`src/hdl/bir_pkg.sv`:
```
// ----------------------------------------------------------------------------
// bir_pkg
// Shared widths, register indexes, command codes and bus types for the
// bilinear image resize pipeline.
// ----------------------------------------------------------------------------
package bir_pkg;

    // Field widths of the stream words
    localparam int SAMPLE_W  = 16;
    localparam int PLANE_W   = 2;
    localparam int COORD_W   = 10;
    localparam int DATA_W    = 40;

    // Register widths
    localparam int SIZE_W    = 7;
    localparam int COUNT_W   = 3;
    localparam int STEP_W    = 22;

    // Source position arithmetic, Q6.16 step times a 10-bit coordinate
    localparam int FRAC_BITS = 16;
    localparam int POS_W     = COORD_W + STEP_W;
    localparam int IP_W      = POS_W - FRAC_BITS;

    // Configuration port
    localparam int CFG_ADDR_W = 3;
    localparam int CFG_DATA_W = STEP_W;

    localparam logic [CFG_ADDR_W-1:0] REG_IN_WIDTH      = 3'd0;
    localparam logic [CFG_ADDR_W-1:0] REG_IN_HEIGHT     = 3'd1;
    localparam logic [CFG_ADDR_W-1:0] REG_CHANNEL_COUNT = 3'd2;
    localparam logic [CFG_ADDR_W-1:0] REG_COL_STEP      = 3'd3;
    localparam logic [CFG_ADDR_W-1:0] REG_ROW_STEP      = 3'd4;

    // Register values after reset
    localparam logic [SIZE_W-1:0]  RST_IN_WIDTH      = 7'd64;
    localparam logic [SIZE_W-1:0]  RST_IN_HEIGHT     = 7'd64;
    localparam logic [COUNT_W-1:0] RST_CHANNEL_COUNT = 3'd3;
    localparam logic [STEP_W-1:0]  RST_COL_STEP      = 22'd65536;
    localparam logic [STEP_W-1:0]  RST_ROW_STEP      = 22'd65536;

    // Command codes carried in tuser of the input word
    localparam logic CMD_LOAD   = 1'b0;
    localparam logic CMD_RESIZE = 1'b1;

    // Parameter defaults
    localparam int DEF_MAX_WIDTH   = 64;
    localparam int DEF_MAX_HEIGHT  = 64;
    localparam int DEF_MAX_PLANES  = 4;
    localparam int DEF_WEIGHT_BITS = 8;

    // Floor and ceiling neighbor indexes along one axis
    typedef struct packed {
        logic [COORD_W-1:0] lo;
        logic [COORD_W-1:0] hi;
    } t_span;

    // Item bookkeeping that travels with the valid bits; flag is the range
    // error for a resize and the in-store check for a load
    typedef struct packed {
        logic               cmd;
        logic [PLANE_W-1:0] plane;
        logic [COORD_W-1:0] row;
        logic [COORD_W-1:0] col;
        logic               flag;
    } t_item;

    // Sample write into the image store
    typedef struct packed {
        logic                we;
        logic [PLANE_W-1:0]  plane;
        logic [COORD_W-1:0]  row;
        logic [COORD_W-1:0]  col;
        logic [SAMPLE_W-1:0] sample;
    } t_wr;

    // Four corner samples: [0] top left, [1] top right, [2] bottom left,
    // [3] bottom right
    typedef logic [3:0][SAMPLE_W-1:0] t_quad;

endpackage

```
`src/hdl/bir_blend.sv`:
```
// ----------------------------------------------------------------------------
// bir_blend
// Weighted sum of the four corners: weight products, sample products,
// pair sums, then the final add with round to nearest (half up).
// ----------------------------------------------------------------------------
module bir_blend #(
    parameter int WEIGHT_BITS = bir_pkg::DEF_WEIGHT_BITS
) (
    input  logic                          i_clk,
    input  logic                          i_en,
    input  logic [WEIGHT_BITS-1:0]        i_wx,
    input  logic [WEIGHT_BITS-1:0]        i_wy,
    input  bir_pkg::t_quad                i_quad,
    output logic [bir_pkg::SAMPLE_W-1:0]  o_pixel
);
    import bir_pkg::*;

    localparam int WB1 = WEIGHT_BITS + 1;
    localparam int WP  = 2 * WEIGHT_BITS + 1;
    localparam int PW  = WP + SAMPLE_W + 1;
    localparam int SW  = PW + 2;
    localparam logic [WB1-1:0]       ONE  = WB1'(1) << WEIGHT_BITS;
    localparam logic signed [SW-1:0] HALF = SW'(1) << (2 * WEIGHT_BITS - 1);

    logic [WB1-1:0]          w_owx;
    logic [WB1-1:0]          w_owy;
    logic [WB1-1:0]          w_wx;
    logic [WB1-1:0]          w_wy;
    logic [WP-1:0]           n_wp [4];
    logic [WP-1:0]           r_wp [4];
    logic signed [PW-1:0]    n_prod [4];
    logic signed [PW-1:0]    r_prod [4];
    logic signed [PW:0]      r_s01;
    logic signed [PW:0]      r_s23;
    logic signed [SW-1:0]    w_total;

    // Corner weights as products of the axis weights
    always_comb begin
        w_wx    = WB1'(i_wx);
        w_wy    = WB1'(i_wy);
        w_owx   = ONE - w_wx;
        w_owy   = ONE - w_wy;
        n_wp[0] = WP'(w_owx) * WP'(w_owy);
        n_wp[1] = WP'(w_wx)  * WP'(w_owy);
        n_wp[2] = WP'(w_owx) * WP'(w_wy);
        n_wp[3] = WP'(w_wx)  * WP'(w_wy);
    end

    // Scale each corner sample
    always_comb begin
        for (int k = 0; k < 4; k++) begin
            n_prod[k] = PW'($signed(i_quad[k])) * PW'($signed({1'b0, r_wp[k]}));
        end
    end

    always_ff @(posedge i_clk) begin
        if (i_en) begin
            for (int k = 0; k < 4; k++) begin
                r_wp[k]   <= n_wp[k];
                r_prod[k] <= n_prod[k];
            end
            r_s01 <= (PW+1)'(r_prod[0]) + (PW+1)'(r_prod[1]);
            r_s23 <= (PW+1)'(r_prod[2]) + (PW+1)'(r_prod[3]);
        end
    end

    // Round to nearest and drop the weight scale
    assign w_total = SW'(r_s01) + SW'(r_s23) + HALF;
    assign o_pixel = w_total[2*WEIGHT_BITS +: SAMPLE_W];

endmodule

```
`config.mk`:
```
export PLATFORM = sky130hd
export DESIGN_NAME = bir_blend
export DESIGN_NICKNAME = d
export VERILOG_FILES = /design/src/hdl/bir_pkg.sv /design/src/hdl/bir_blend.sv
export SDC_FILE = /design/constraint.sdc
export NUM_CORES = 2
export LEC_CHECK = 0
export ABC_AREA = 1
export BUFFER_PORTS_ARGS = -buffer_cell sky130_fd_sc_hd__buf_2
export CORE_MARGIN = 2
export CORE_UTILIZATION = 53
export CTS_BUF_LIST = sky130_fd_sc_hd__clkbuf_16
export DETAILED_ROUTE_END_ITERATION = 8
export PLACE_DENSITY = 0.72
export RECOVER_POWER = 25
export SYNTH_ARGS = -nofsm -noshare
export SYNTH_HDL_FRONTEND = slang
export SYNTH_SLANG_ARGS = --single-unit
```
`constraint.sdc`:
```
create_clock -name i_clk -period 10.96 [get_ports i_clk]
set_clock_uncertainty 0.1 [all_clocks]
set_input_delay 2.192 -clock i_clk [delete_from_list [all_inputs] [get_ports i_clk]]
set_output_delay 2.192 -clock i_clk [all_outputs]
set_load 0.02 [all_outputs]
```
==> impl_metrics.csv <==
group,metric,value,unit
run_status,status,"finished with violations",
run_status,violations,"capacitance limit, slew limit",
layout,fill_cells,11400,
setup_path,cp.arrival,7.61,ns
detailed_routing,drtPass1Iterations,6,
synthesis,seq_area_frac_synth,12.0,%
floorplan,fp.coreArea,0.120,mm^2
synthesis,ys_types,36,
floorplan,rows,127,
synthesis,synth_area,0.0639,mm^2
sta,relSlewSlack,-152,%
synthesis,synthCells,8729,
setup_path,crit_path_end_kind,"register",
floorplan,ioPinCount,98,
cts,clockBufferDepth,3,
detailed_routing,dr_total_vias,52000,
detailed_routing,wl_per_cell,16.1,um
sta,hold_violations,0,
sta,fmax,137,MHz
setup_path,cp_max_fo,13,
cts,cts_sinks,256,
placement,dp_hpwl,139,mm
placement,gp_congestion,0.964,
synthesis,synth_edf_count,256,
global_routing,grt_max_degree,69,
layout,layout-drive-gt1-share,2.23,%
synthesis,synth-main-ff-cell,"edfxtp_1",
cts,cts_tree,"done",
floorplan,die_w,351,um
cts,path_clk_slew,0.06,ns
floorplan,die_y,351,um
global_routing,antenna_found_initial,26,
synthesis,syn_avg_cell_area,7.31,um^2
sta,slew_viol_final,66,
global_routing,grt_pass1_wl,273,mm
global_routing,grt.overflow.total,0,
detailed_routing,final_antenna_net_count,0,
cts,cts-buffers-inserted,30,
synthesis,ys_warn_count,0,
sta,setup_violations,0,
floorplan,initial_core_util,53.4,%
sta,period_share,66.5,%
setup_path,cp-start-kind,"primary input",
hold_path,hold_path_class,"register to register",
global_routing,grt_usage,27.8,%
placement,io_buffers,97,
setup_path,cp_top_family,"adder cells",
job,drv_cap,1,
hold_path,holdPathStages,1,
sta,setup_tns,0,ns
cts,cts_resized,0,
synthesis,async_reset_ff_share,0,%
setup_path,slowest_delay,0.77,ns
cts,cts.htree.levels,1,
setup_path,timing.critical_path.cells,"clkbuf_1 -> inv_2 -> ha_1 -> xnor2_1 -> inv_1 -> nor2_1 -> ha_1 -> inv_1 -> fa_1 -> fa_1 -> fa_1 -> inv_1 -> ha_1 -> nand2_1 -> o21ai_0 -> nand2_1 -> nand3_1 -> xor2_1",
cts,cts_hold_buf,0,
setup_path,path_class,"primary input to register",
synthesis,ys_ff_latch,256,
detailed_routing,drtIter0Drc,3869,
detailed_routing,wirelength,165,mm
setup_path,critPathSlowestCell,"xnor2_1",
sta,worstMarginPinSlew,3.78,ns
layout,area_growth_syn_to_layout,4.08,%
setup_path,cp_num_buf_inv,5,
cts,cts-root-buf,"clkbuf_16",
global_routing,grt_pass1_vias,53300,
detailed_routing,viasPerCell,5.07,
sta,grt_setup_unrepaired,"no",
cts,postCtsSetupBuffers,0,
floorplan,die-area,0.123,mm^2
cts,clk_latency,0.63,ns
detailed_routing,drc,0,
setup_path,path_depth,18,
synthesis,syn_nets,10500,
setup_path,r2r_cells,21,
layout,nNetsFinal,10400,
layout,layout_commonest_cell,"nand2_1",
layout,layout_common_cells,"nand2_1 (2,736), inv_1 (2,529), fa_1 (989)",
sta,fin_crit,7.29,ns
setup_path,crit_required,11.28,ns
[cells in the mapped netlist, types with 6 or more instances]
library cell,number,area (um^2)
a21o_1,6,45.0
a21oi_1,166,831
and2_1,11,68.8
and3_1,6,37.5
clkbuf_1,248,931
edfxtp_1,256,7690
fa_1,989,19800
ha_1,725,9070
inv_1,2526,9480
inv_2,7,26.3
nand2_1,2736,10300
nand3_1,235,1180
nand3b_1,9,67.6
nand4_1,62,388
nor2_1,422,1580
nor3_1,30,150
o21ai_0,50,250
o21bai_1,34,255
or2_2,28,175
xnor2_1,31,272
xor2_1,122,1070
[flip-flops by register name, indices dropped and copies added (netlist names)]
signal	cells
r_prod	128
r_wp	64
r_s23	32
r_s01	32
[final timing paths]
path	from	endpoint	slack, ns
max	i_wy[0]	r_wp[0][15]	3.67
min	r_prod[2][0]	r_s23[0]	0.44
max reg2reg	r_wp[2][0]	r_prod[3][31]	4.76
min reg2reg	r_prod[2][0]	r_s23[0]	0.44
[routing by layer]
| metal | up-vias | routed length (um) | global-route usage, % |
|---|---|---|---|
| li1 | 25000 | - | - |
| met1 | 24800 | 73000 | 39.0 |
| met2 | 1866 | 75000 | 45.1 |
| met3 | 288 | 12700 | 4.04 |
| met4 | 20 | 4630 | 7.30 |
| met5 | - | 121 | 0 |
[stage by stage]
stage               area (um^2)  instances  setup WS [ns]  util [%]  hold slack (ns)
finish                    66500      10300           3.67      55.5            0.443
global route              66500      10300           3.38      55.5            0.475
CTS                       66500      10200           3.86      55.5            0.453
detailed placement        65500      10200           3.20      54.7            0.440
global placement          65500      10200           3.25      54.7            0.431
floorplan                 63900       8729           3.61         -            0.413
[cell families (layout without fill, tap and decap cells)]
kind of cell | Yosys count | in the layout | share of synthesized area, %
buffers and inverters | 2792 | 2699 | 16.4
AOI/OAI and AO/OA | 264 | 264 | 2.24
xor gates and xnor gates | 154 | 154 | 2.14
adders and majority gates | 1714 | 1714 | 45.2
and+or+nand+nor | 3549 | 3549 | 21.9
DFF | 256 | 256 | 12.0
other | 0 | 11 | 0
[final cells by class]
type | count | area (um^2) | area share [%]
sequential | 256 | 7690 | 11.6
clock buffer | 30 | 751 | 1.13
timing repair buffer | 106 | 546 | 0.821
clock inverter | 26 | 239 | 0.360
multi-input combinational | 5681 | 45700 | 68.7
antenna | 11 | 27.5 | 0.0414
inverter | 2537 | 9530 | 14.3
tap | 1612 | 2020 | 3.03
Power is left out: the tool's default activity adds up to more than one toggle a clock period on the data nets, which glitch-free logic cannot reach.
