File: config.mk
export PLATFORM = sky130hd
export DESIGN_NAME = bir_axis
export DESIGN_NICKNAME = d
export VERILOG_FILES = /design/src/hdl/bir_pkg.sv /design/src/hdl/bir_axis.sv
export SDC_FILE = /design/constraint.sdc
export NUM_CORES = 1
export LEC_CHECK = 0
export BUFFER_PORTS_ARGS = -buffer_cell sky130_fd_sc_hd__buf_4
export CAP_MARGIN = 10
export CORE_MARGIN = 2
export CORE_UTILIZATION = 68
export DETAILED_ROUTE_END_ITERATION = 8
export PLACE_DENSITY = 0.91
export REMOVE_ABC_BUFFERS = 1
export SLEW_MARGIN = 20
export SYNTH_ARGS = -nofsm -noshare
export SYNTH_HDL_FRONTEND = slang
export SYNTH_SLANG_ARGS = --single-unit
File: constraint.sdc
create_clock -name i_clk -period 16.7 [get_ports i_clk]
set_clock_uncertainty 0.15 [all_clocks]
set_input_delay 3.34 -clock i_clk [delete_from_list [all_inputs] [get_ports i_clk]]
set_output_delay 3.34 -clock i_clk [all_outputs]
set_load 0.02 [all_outputs]
File: src/hdl/bir_pkg.sv
// ----------------------------------------------------------------------------
// bir_pkg
// Shared widths, register indexes, command codes and bus types for the
// bilinear image resize pipeline.
// ----------------------------------------------------------------------------
package bir_pkg;

    // Field widths of the stream words
    localparam int SAMPLE_W  = 16;
    localparam int PLANE_W   = 2;
    localparam int COORD_W   = 10;
    localparam int DATA_W    = 40;

    // Register widths
    localparam int SIZE_W    = 7;
    localparam int COUNT_W   = 3;
    localparam int STEP_W    = 22;

    // Source position arithmetic, Q6.16 step times a 10-bit coordinate
    localparam int FRAC_BITS = 16;
    localparam int POS_W     = COORD_W + STEP_W;
    localparam int IP_W      = POS_W - FRAC_BITS;

    // Configuration port
    localparam int CFG_ADDR_W = 3;
    localparam int CFG_DATA_W = STEP_W;

    localparam logic [CFG_ADDR_W-1:0] REG_IN_WIDTH      = 3'd0;
    localparam logic [CFG_ADDR_W-1:0] REG_IN_HEIGHT     = 3'd1;
    localparam logic [CFG_ADDR_W-1:0] REG_CHANNEL_COUNT = 3'd2;
    localparam logic [CFG_ADDR_W-1:0] REG_COL_STEP      = 3'd3;
    localparam logic [CFG_ADDR_W-1:0] REG_ROW_STEP      = 3'd4;

    // Register values after reset
    localparam logic [SIZE_W-1:0]  RST_IN_WIDTH      = 7'd64;
    localparam logic [SIZE_W-1:0]  RST_IN_HEIGHT     = 7'd64;
    localparam logic [COUNT_W-1:0] RST_CHANNEL_COUNT = 3'd3;
    localparam logic [STEP_W-1:0]  RST_COL_STEP      = 22'd65536;
    localparam logic [STEP_W-1:0]  RST_ROW_STEP      = 22'd65536;

    // Command codes carried in tuser of the input word
    localparam logic CMD_LOAD   = 1'b0;
    localparam logic CMD_RESIZE = 1'b1;

    // Parameter defaults
    localparam int DEF_MAX_WIDTH   = 64;
    localparam int DEF_MAX_HEIGHT  = 64;
    localparam int DEF_MAX_PLANES  = 4;
    localparam int DEF_WEIGHT_BITS = 8;

    // Floor and ceiling neighbor indexes along one axis
    typedef struct packed {
        logic [COORD_W-1:0] lo;
        logic [COORD_W-1:0] hi;
    } t_span;

    // Item bookkeeping that travels with the valid bits; flag is the range
    // error for a resize and the in-store check for a load
    typedef struct packed {
        logic               cmd;
        logic [PLANE_W-1:0] plane;
        logic [COORD_W-1:0] row;
        logic [COORD_W-1:0] col;
        logic               flag;
    } t_item;

    // Sample write into the image store
    typedef struct packed {
        logic                we;
        logic [PLANE_W-1:0]  plane;
        logic [COORD_W-1:0]  row;
        logic [COORD_W-1:0]  col;
        logic [SAMPLE_W-1:0] sample;
    } t_wr;

    // Four corner samples: [0] top left, [1] top right, [2] bottom left,
    // [3] bottom right
    typedef logic [3:0][SAMPLE_W-1:0] t_quad;

endpackage

File: src/hdl/bir_axis.sv
// ----------------------------------------------------------------------------
// bir_axis
// Source position along one axis: coordinate times step, then the clamped
// floor and ceiling indexes and the blend weight. Two register stages.
// ----------------------------------------------------------------------------
module bir_axis #(
    parameter int MAX_SIZE    = bir_pkg::DEF_MAX_WIDTH,
    parameter int WEIGHT_BITS = bir_pkg::DEF_WEIGHT_BITS
) (
    input  logic                         i_clk,
    input  logic                         i_en,
    input  logic [bir_pkg::COORD_W-1:0]  i_coord,
    input  logic [bir_pkg::STEP_W-1:0]   i_step,
    input  logic [bir_pkg::SIZE_W-1:0]   i_size,
    output bir_pkg::t_span               o_span,
    output logic [WEIGHT_BITS-1:0]       o_weight
);
    import bir_pkg::*;

    localparam logic [COORD_W-1:0] TOP_MAX = COORD_W'(MAX_SIZE - 1);

    logic [POS_W-1:0]       r_pos;
    logic [POS_W-1:0]       n_pos;
    t_span                  r_span;
    t_span                  n_span;
    logic [WEIGHT_BITS-1:0] r_weight;
    logic [WEIGHT_BITS-1:0] n_weight;

    logic [IP_W-1:0]        w_ip;
    logic [FRAC_BITS-1:0]   w_fr;
    logic [IP_W:0]          w_ceil;
    logic [COORD_W-1:0]     w_top;

    // Scale the coordinate into the source grid
    assign n_pos = POS_W'(i_coord) * POS_W'(i_step);

    // Last valid index; a zero size acts as one, an oversize as the maximum
    always_comb begin
        if (i_size == '0) begin
            w_top = '0;
        end else if ((COORD_W+1)'(i_size) > (COORD_W+1)'(MAX_SIZE)) begin
            w_top = TOP_MAX;
        end else begin
            w_top = COORD_W'(i_size - SIZE_W'(1));
        end
    end

    // Split into integer and fraction, saturate both neighbors at the edge
    always_comb begin
        w_ip   = r_pos[POS_W-1:FRAC_BITS];
        w_fr   = r_pos[FRAC_BITS-1:0];
        w_ceil = (IP_W+1)'(w_ip) + (IP_W+1)'(w_fr != '0);
        n_span.lo = (w_ip > IP_W'(w_top)) ? w_top : w_ip[COORD_W-1:0];
        n_span.hi = (w_ceil > (IP_W+1)'(w_top)) ? w_top : w_ceil[COORD_W-1:0];
        n_weight  = w_fr[FRAC_BITS-1 -: WEIGHT_BITS];
    end

    // Advance both stages together
    always_ff @(posedge i_clk) begin
        if (i_en) begin
            r_pos    <= n_pos;
            r_span   <= n_span;
            r_weight <= n_weight;
        end
    end

    assign o_span   = r_span;
    assign o_weight = r_weight;

endmodule

==> impl_results.md, run 1 <==
- RSZ-0062 raised after global routing: no
- Post-synth top area cell: fa_1
- GP Congestion: 0.899
- Placed cell count: between 1000 and 1500
- CP Buf/Inv Count: 3
- Per-cell routed wire length: between 15 and 20 µm
- Rel. slew slack: between 50% and 60%
- Synth unique cells: 61
- Worst r2r src: r_pos[1]
- Ys async rst share: 0%
- CTS tree: built
- Die area: between 15000 and 20000 µm²
- Power, Total: about 0.0021 W
- Avg Cell Area, Syn: between 9 and 10 µm²
- Syn Inst Count: around 1000
- Drt via density: ~6.0
- Synth Register Bits: 60
- Register area share after synthesis: 18.1%
- Worst Path Required: approximately 17 ns
- Number of diodes: 0
- CP max-delay cell: fa_1
- YS warnings: 0
- Clock transition at path regs: 0.05 ns
- Min Tclk post-route: 8.57 ns
- Hold Buf Count CTS: 0
- Initial Util: 69.2%
- Area of the multi-input gates: about 7300 µm²
- Power Density: between 150 and 200 nW/µm²
- H-Tree Depth: 3
- LEAKAGE: approximately 5.3 nW
- WP depth: 16
- Root buf cell: clkbuf_16
- Cts bufs inserted: 9
- Most frequent CP cell: fa_1
- Crit path kind: input port to register
- FF/Latch Area: 1800 µm²
- Post-CTS setup buffers: 0
- Io pins: just under 70
- Die height: between 100 and 150 µm
- Reg2Reg Depth: 14
- Final Max Tran Viols: 0
- Initial antenna violation count: 0
- Post-synth EDFFs: 60
- Placeable Area: between 10000 and 15000 µm²
- Cell Area, Placed: between 10000 and 15000 µm²
- Top-area cell type share of the netlist area: 31.7%
- HP Class: register to register
- Die span in x: 125 µm
- Status: completed
- Total Wirelength: approximately 22000 µm
- Skew-Pair Late Insertion Delay: ~0.33 ns
- Max Buffers Root-to-Sink: 2
- Primary flip-flop cell chosen by synthesis mapping: edfxtp_1
- Design area: ~11000 µm²
- Routed Antenna Nets: 0
- Fin Setup TNS: 0 ns
- Final hold violation count: 0
- Worst slew pin tran: 0.734 ns
- Initial DRC Count: between 500 and 600
- IR Drop Worst-Case VDD: between 100 and 150 µV
- Largest net degree at the start of global routing: 61
- Fill cells: between 900 and 1000
- Crit path from: i_coord[9]
- Total iterations of the first detailed-routing run: 7
- Area delta synth->final: 8.52%
- First-pass GRT wire length: between 30000 and 40000 µm
- Clock sinks: 60
- Drt drc: 0
- Worst Path Arrival: approximately 8.5 ns
- Fin nets: around 1400
- Vias: roughly 7600
- Total congestion overflow: 0
- CP top delay family: adder cells
- Max Fclk: 117 MHz
- Vias in the first global route: ~8100
- Final setup vio count: 0
- Worst R2R End: o_span[1]
- Port bufs: 68
- Worst path max stage delay: 0.58 ns
- Total GRT Usage: between 20% and 30%
- Area contributors post-synth: fa_1 (32%), edfxtp_1 (18%), ha_1 (11%)
- Period utilisation layout: 51.3%
- Most common cell after layout, fill and taps aside: inv_1
- Reg-to-reg slack, setup: between 10 and 15 ns
- Share of post-route cells with drive strength above 1: under 10%
- Finished Layout Cells: between 1000 and 1500
- # resized after CTS: 0
- Worst setup SP type: input port
- Max Cap Violations: 0
- CP max FO: 22
- CP endpoint kind: register
- Crit-path cells: buf_4, and2_1, fa_1, inv_1, fa_1, inv_1, fa_1, fa_1, fa_1, ha_1, a21oi_1, and2b_1, o41ai_2, a31oi_1, nor4b_4, or3_1
- # rows: between 40 and 50
- Post-Syn Area: ~10000 µm²
- Commonest non-fill, non-tap cells in the layout: inv_1 (174), fa_1 (158), nand2_1 (135)
- CP Capture Point: r_pos[28]
- Dpl hpwl: approximately 17000 µm
==> flip-flops by register name, summed over array words and instances (netlist names) <==
register and cells:
r_pos 32, o_span 20, o_weight 8
==> metrics by stage <==
step | hold WS, ns | util, % | setup slack, ns
2_1_floorplan | 0.277 | - | 8.41
3_3_place_gp | 0.283 | 73.0 | 7.99
3_5_place_dp | 0.291 | 73.0 | 7.85
4_1_cts | 0.300 | 75.0 | 8.21
5_1_grt | 0.313 | 75.0 | 7.95
6_report | 0.302 | 75.0 | 8.13
==> kinds of logic (layout without fill, tap and decap cells) <==
family | after synthesis | in the layout | synth area share [%]
muxes | 14 | 14 | 1.44
buffers and inverters | 224 | 259 | 8.60
xor gates and xnor gates | 36 | 36 | 3.16
DFF | 60 | 60 | 18.1
adders and majority gates | 251 | 251 | 43.3
and+or+nand+nor | 343 | 343 | 17.6
AOI/OAI and AO/OA | 118 | 118 | 7.83
==> Yosys cell counts, types with 3 or more instances <==
| master | count |
|---|---|
| fa_1 | 158 |
| nand2b_1 | 5 |
| nand2_1 | 135 |
| a21oi_1 | 31 |
| nand4_1 | 7 |
| o21bai_1 | 4 |
| edfxtp_1 | 60 |
| nor3_1 | 9 |
| nand3_1 | 17 |
| o21ai_0 | 24 |
| nor2_1 | 25 |
| a31oi_1 | 9 |
| a211oi_1 | 7 |
| ha_1 | 91 |
| mux2i_1 | 11 |
| clkbuf_1 | 44 |
| inv_1 | 174 |
| mux2_2 | 3 |
| xnor2_1 | 24 |
| xor2_1 | 12 |
| a21o_1 | 14 |
| and2_1 | 119 |
| and3_1 | 5 |
| nor4_1 | 5 |
==> where the power goes <==
| group | switching (W) | internal (W) | leakage [nW] | total [W] |
|---|---|---|---|---|
| Sequential | 0.0000315 | 0.000290 | 0.587 | 0.000321 |
| Combinational | 0.000949 | 0.000652 | 4.58 | 0.00160 |
| Clock | 0.0000634 | 0.000115 | 0.147 | 0.000178 |
| Total | 0.00104 | 0.00106 | 5.32 | 0.00210 |
==> cell type report <==
type	instances	area share (%)
multi-input combinational	762	67.7
sequential	60	16.6
inverter	174	6.03
timing repair buffer	69	4.79
tap	184	2.13
clock buffer	9	2.08
clock inverter	7	0.613
==> layer usage <==
metal	up-vias	share of wire [%]	global-route usage, %
met1	3708	38	38.6
met2	416	51	51.2
li1	3401	-	-
met5	-	0	0
met3	66	8.2	4.24
met4	0	2.7	12.0
==> how the worst min path moves through the flow <==
stage / cells past startpoint / endpoint / startpoint
finish: 0 / o_weight[4] / r_pos[12]
global route: 0 / o_weight[4] / r_pos[12]
CTS: 0 / o_weight[4] / r_pos[12]
detailed placement: 0 / o_weight[4] / r_pos[12]
global placement: 0 / o_weight[2] / r_pos[10]
floorplan: 0 / o_weight[1] / r_pos[9]
==> worst reg2reg max path: stages, from the launching register on <==
cell      delay, ns
edfxtp_1       0.37
nor4_1         0.37
nand4_1        0.16
ha_1           0.25
ha_1           0.25
and3_1         0.22
xnor2_1        0.22
inv_1          0.07
ha_1           0.33
a211o_1        0.30
a211oi_1       0.23
o21ai_0        0.15
a211oi_2       0.19
buf_4          0.25
mux2_2         0.37
Power figures use the tool's default switching activity.
==> run 2, diff against run 1 <==
Settings changed: ABC_AREA set to 1, CORE_UTILIZATION 68 to 64, PLACE_DENSITY 0.91 to 0.87.
Clock period 16.7 ns to 8.1 ns, I/O delays scaled along.
==> impl_results.md, run 2 <==
- Status: completed (unchanged)
- Max Fclk: between 150 and 200 MHz
- Crit path kind: input port to register (unchanged)
- Cts bufs inserted: 9 (unchanged)
- Avg Cell Area, Syn: 7.76 µm² (was 9.54 µm²)
- CP Buf/Inv Count: 4 (was 3)
- Synth cell count leaders: nand2_1 (403), inv_1 (331), fa_1 (158) (was inv_1 (174), fa_1 (158), nand2_1 (135))
- Post-Syn Area: 10600 µm² (was 9970 µm²)
- Top-area cell type share of the netlist area: 29.9% (was 31.7%)
- Power Density: 400 nW/µm² (was 194 nW/µm²)
- Vias in the first global route: 9281 (was 8090)
- RSZ-0062 raised after global routing: no (unchanged)
- Port bufs: 68 (unchanged)
- Post-synth top area cell: fa_1 (unchanged)
- CP endpoint kind: register (unchanged)
- Largest net degree at the start of global routing: 61 (unchanged)
- Most frequent CP cell: fa_1 (unchanged)
- Area contributors post-synth: fa_1 (30%), edfxtp_1 (17%), nand2_1 (14%) (was fa_1 (32%), edfxtp_1 (18%), ha_1 (11%))
- Share of post-route cells with drive strength above 1: 7.13% (was 9.25%)
- Initial DRC Count: 645 (was 548)
- Largest reg by FF count: r_pos (unchanged)
- Max reg flops: 32 (unchanged)
- H-Tree Depth: 3 (unchanged)
- Syn Inst Count: 1363 (was 1046)
- Fin nets: 1688 (was 1366)
- GP Congestion: 0.954 (was 0.899)
- Max Buffers Root-to-Sink: 2 (unchanged)
- Total Wirelength: 25100 µm (was 22300 µm)
- First-pass GRT wire length: 43100 µm (was 37900 µm)
- Design area: 11500 µm² (was 10800 µm²)
- Skew-Pair Late Insertion Delay: 0.33 ns (about the same)
- CP top delay family: adder cells (unchanged)
- Area of the multi-input gates: 7360 µm² (was 7330 µm²)
- Initial antenna violation count: 0 (unchanged)
- Area delta synth->final: 8.96% (was 8.52%)
- Primary flip-flop cell chosen by synthesis mapping: edfxtp_1 (unchanged)
- Die span in x: 133 µm (was 125 µm)
- Fin Setup TNS: 0 ns (unchanged)
- CP max FO: 22 (unchanged)
- Dpl hpwl: 20500 µm (was 17100 µm)
- Ys async rst share: 0% (unchanged)
- Total GRT Usage: 30.5% (was 29.8%)
- # rows: 46 (was 44)
- Post-CTS setup buffers: 0 (unchanged)
- CTS tree: built (unchanged)
- Fill cells: 1291 (was 994)
- Placeable Area: 16000 µm² (was 14400 µm²)
- IR Drop Worst-Case VDD: 243 µV (was 122 µV)
- LEAKAGE: 6.69 nW (was 5.32 nW)
- Vias: 8875 (was 7591)
- Root buf cell: clkbuf_16 (unchanged)
- Initial Util: 66.1% (was 69.2%)
- Cell Area, Placed: 11200 µm² (was 10500 µm²)
- Crit-path cells: buf_4, nand2_1, fa_1, fa_1, inv_1, fa_1, fa_1, inv_1, fa_1, inv_1, ha_1, nand2_1, nor2_1, nand4_1, o21ai_0, nand2_1, nand4_1, nand2_1 (was buf_4, and2_1, fa_1, inv_1, fa_1, inv_1, fa_1, fa_1, fa_1, ha_1, a21oi_1, and2b_1, o41ai_2, a31oi_1, nor4b_4, or3_1)
- Routed Antenna Nets: 0 (unchanged)
- Die area: 17600 µm² (was 15700 µm²)
- # resized after CTS: 0 (unchanged)
- CP max-delay cell: fa_1 (unchanged)
- Commonest non-fill, non-tap cells in the layout: nand2_1 (403), inv_1 (331), fa_1 (158) (was inv_1 (174), fa_1 (158), nand2_1 (135))
- Worst slew pin tran: 0.739 ns (was 0.734 ns)
- Rel. slew slack: 50.8% (was 50.9%)
- Drt drc: 0 (unchanged)
- Post-synth EDFFs: 60 (unchanged)
- Total congestion overflow: 0 (unchanged)
- Synth unique cells: 31 (was 61)
- Number of diodes: 0 (unchanged)
- Worst Path Required: 8.04 ns (was 16.62 ns)
- Total iterations of the first detailed-routing run: 5 (was 7)
- Register area share after synthesis: 17.0% (was 18.1%)
- Hold Buf Count CTS: 0 (unchanged)
- YS warnings: 0 (unchanged)
- Reg-to-reg slack, setup: 4.19 ns (was 12.54 ns)
- Count leader, synth: nand2_1 (was inv_1)
- Final Max Tran Viols: 0 (unchanged)
- Placed cell count: 1603 (was 1249)
- Worst Path Arrival: 6.35 ns (was 8.49 ns)
- Most common cell after layout, fill and taps aside: nand2_1 (was inv_1)
- Clock transition at path regs: 0.06 ns (was 0.05 ns)
- Drt via density: 5.48 (was 6.00)
- Clock sinks: 60 (unchanged)
- Synth Register Bits: 60 (unchanged)
- FF/Latch Area: 1800 µm² (unchanged)
- Period utilisation layout: approximately four fifths
- Die height: 133 µm (was 125 µm)
- Final setup vio count: 0 (unchanged)
- Min Tclk post-route: about 6.4 ns
- Worst path max stage delay: 0.54 ns (was 0.58 ns)
- Worst setup SP type: input port (unchanged)
- HP Class: register to register (unchanged)
- Finished Layout Cells: 1619 (was 1265)
- Io pins: 69 (unchanged)
- Final hold violation count: 0 (unchanged)
- Max Cap Violations: 0 (unchanged)
- Per-cell routed wire length: 15.5 µm (was 17.6 µm)
run 2: cell count changes after synthesis, moves of 10 or more:
cell     previous run  this run
a21oi_1            31        44
nand3_1            17        52
a21o_1             14         4
xnor2_1            24         8
mux2i_1            11         0
xor2_1             12        23
nor2_1             25        60
nand4_1             7        17
inv_1             174       331
nand2_1           135       403
and2_1            119         0
run 2: kinds of logic (layout without fill, tap and decap cells):
logic type	after synthesis	after routing	synth area share, %
AO/OA/AOI/OAI	82	82	4.24
AND/OR/NAND/NOR	566	566	22.1
buffers and inverters	375	415	13.4
flip-flops	60	60	17.0
adder cells (fa/ha/maj)	249	249	40.7
XOR/XNOR	31	31	2.57
run 2: layout make-up:
cell class              count  area share (%)
flip-flops and latches     60            15.6
well taps                 216            2.35
repair buffers             68            4.43
clock buffers              10            1.99
clock inverters             6           0.966
inverters                 331            10.8
multi-input cells         928            63.9
run 2: worst paths after layout:
check	startpoint	end	cells after the start
max	i_coord[7]	r_pos[27]	18
min	r_pos[10]	o_weight[2]	0
max reg2reg	r_pos[1]	o_span[8]	18
min reg2reg	r_pos[10]	o_weight[2]	0
run 2: worst register-to-register path: stages, from the launching register on:
cell and delay (ns):
edfxtp_1 0.36, nor4_1 0.38, nand4_1 0.20, ha_1 0.31
ha_1 0.27, nand3_1 0.19, nor2_1 0.10, a21oi_1 0.22
ha_1 0.28, nand2_1 0.09, nor2_1 0.08, nand3_1 0.10
nand4_1 0.11, nand2_1 0.06, nand2_1 0.04, nand2_1 0.29
nand2_2 0.20, nand2_2 0.15, nand2_1 0.07
run 2: where the power goes:
| part | total (W) | internal [W] | switching, W | leakage [nW] |
|---|---|---|---|---|
| registers | 0.000691 | 0.000598 | 0.0000934 | 0.586 |
| clock network | 0.000436 | 0.000301 | 0.000135 | 0.163 |
| logic | 0.00348 | 0.00123 | 0.00225 | 5.94 |
run 2: routing by layer:
metal	track usage [%]	share of wire (%)	vias to the layer above
li1	-	-	4149
met1	39.0	41	4296
met2	53.9	50	369
met3	4.37	7.1	61
met4	9.08	2.2	0
met5	0	0	-
run 2: through the flow:
stage               power [W]  hold WS [ns]  worst slack [ns]  util (%)
floorplan             0.00318         0.277              2.13         -
global placement      0.00405         0.287              1.43      69.9
detailed placement    0.00412         0.290              1.42      69.9
CTS                   0.00458         0.301              1.78      72.0
global route          0.00511         0.321              1.48      72.0
finish                0.00461         0.299              1.69      72.0
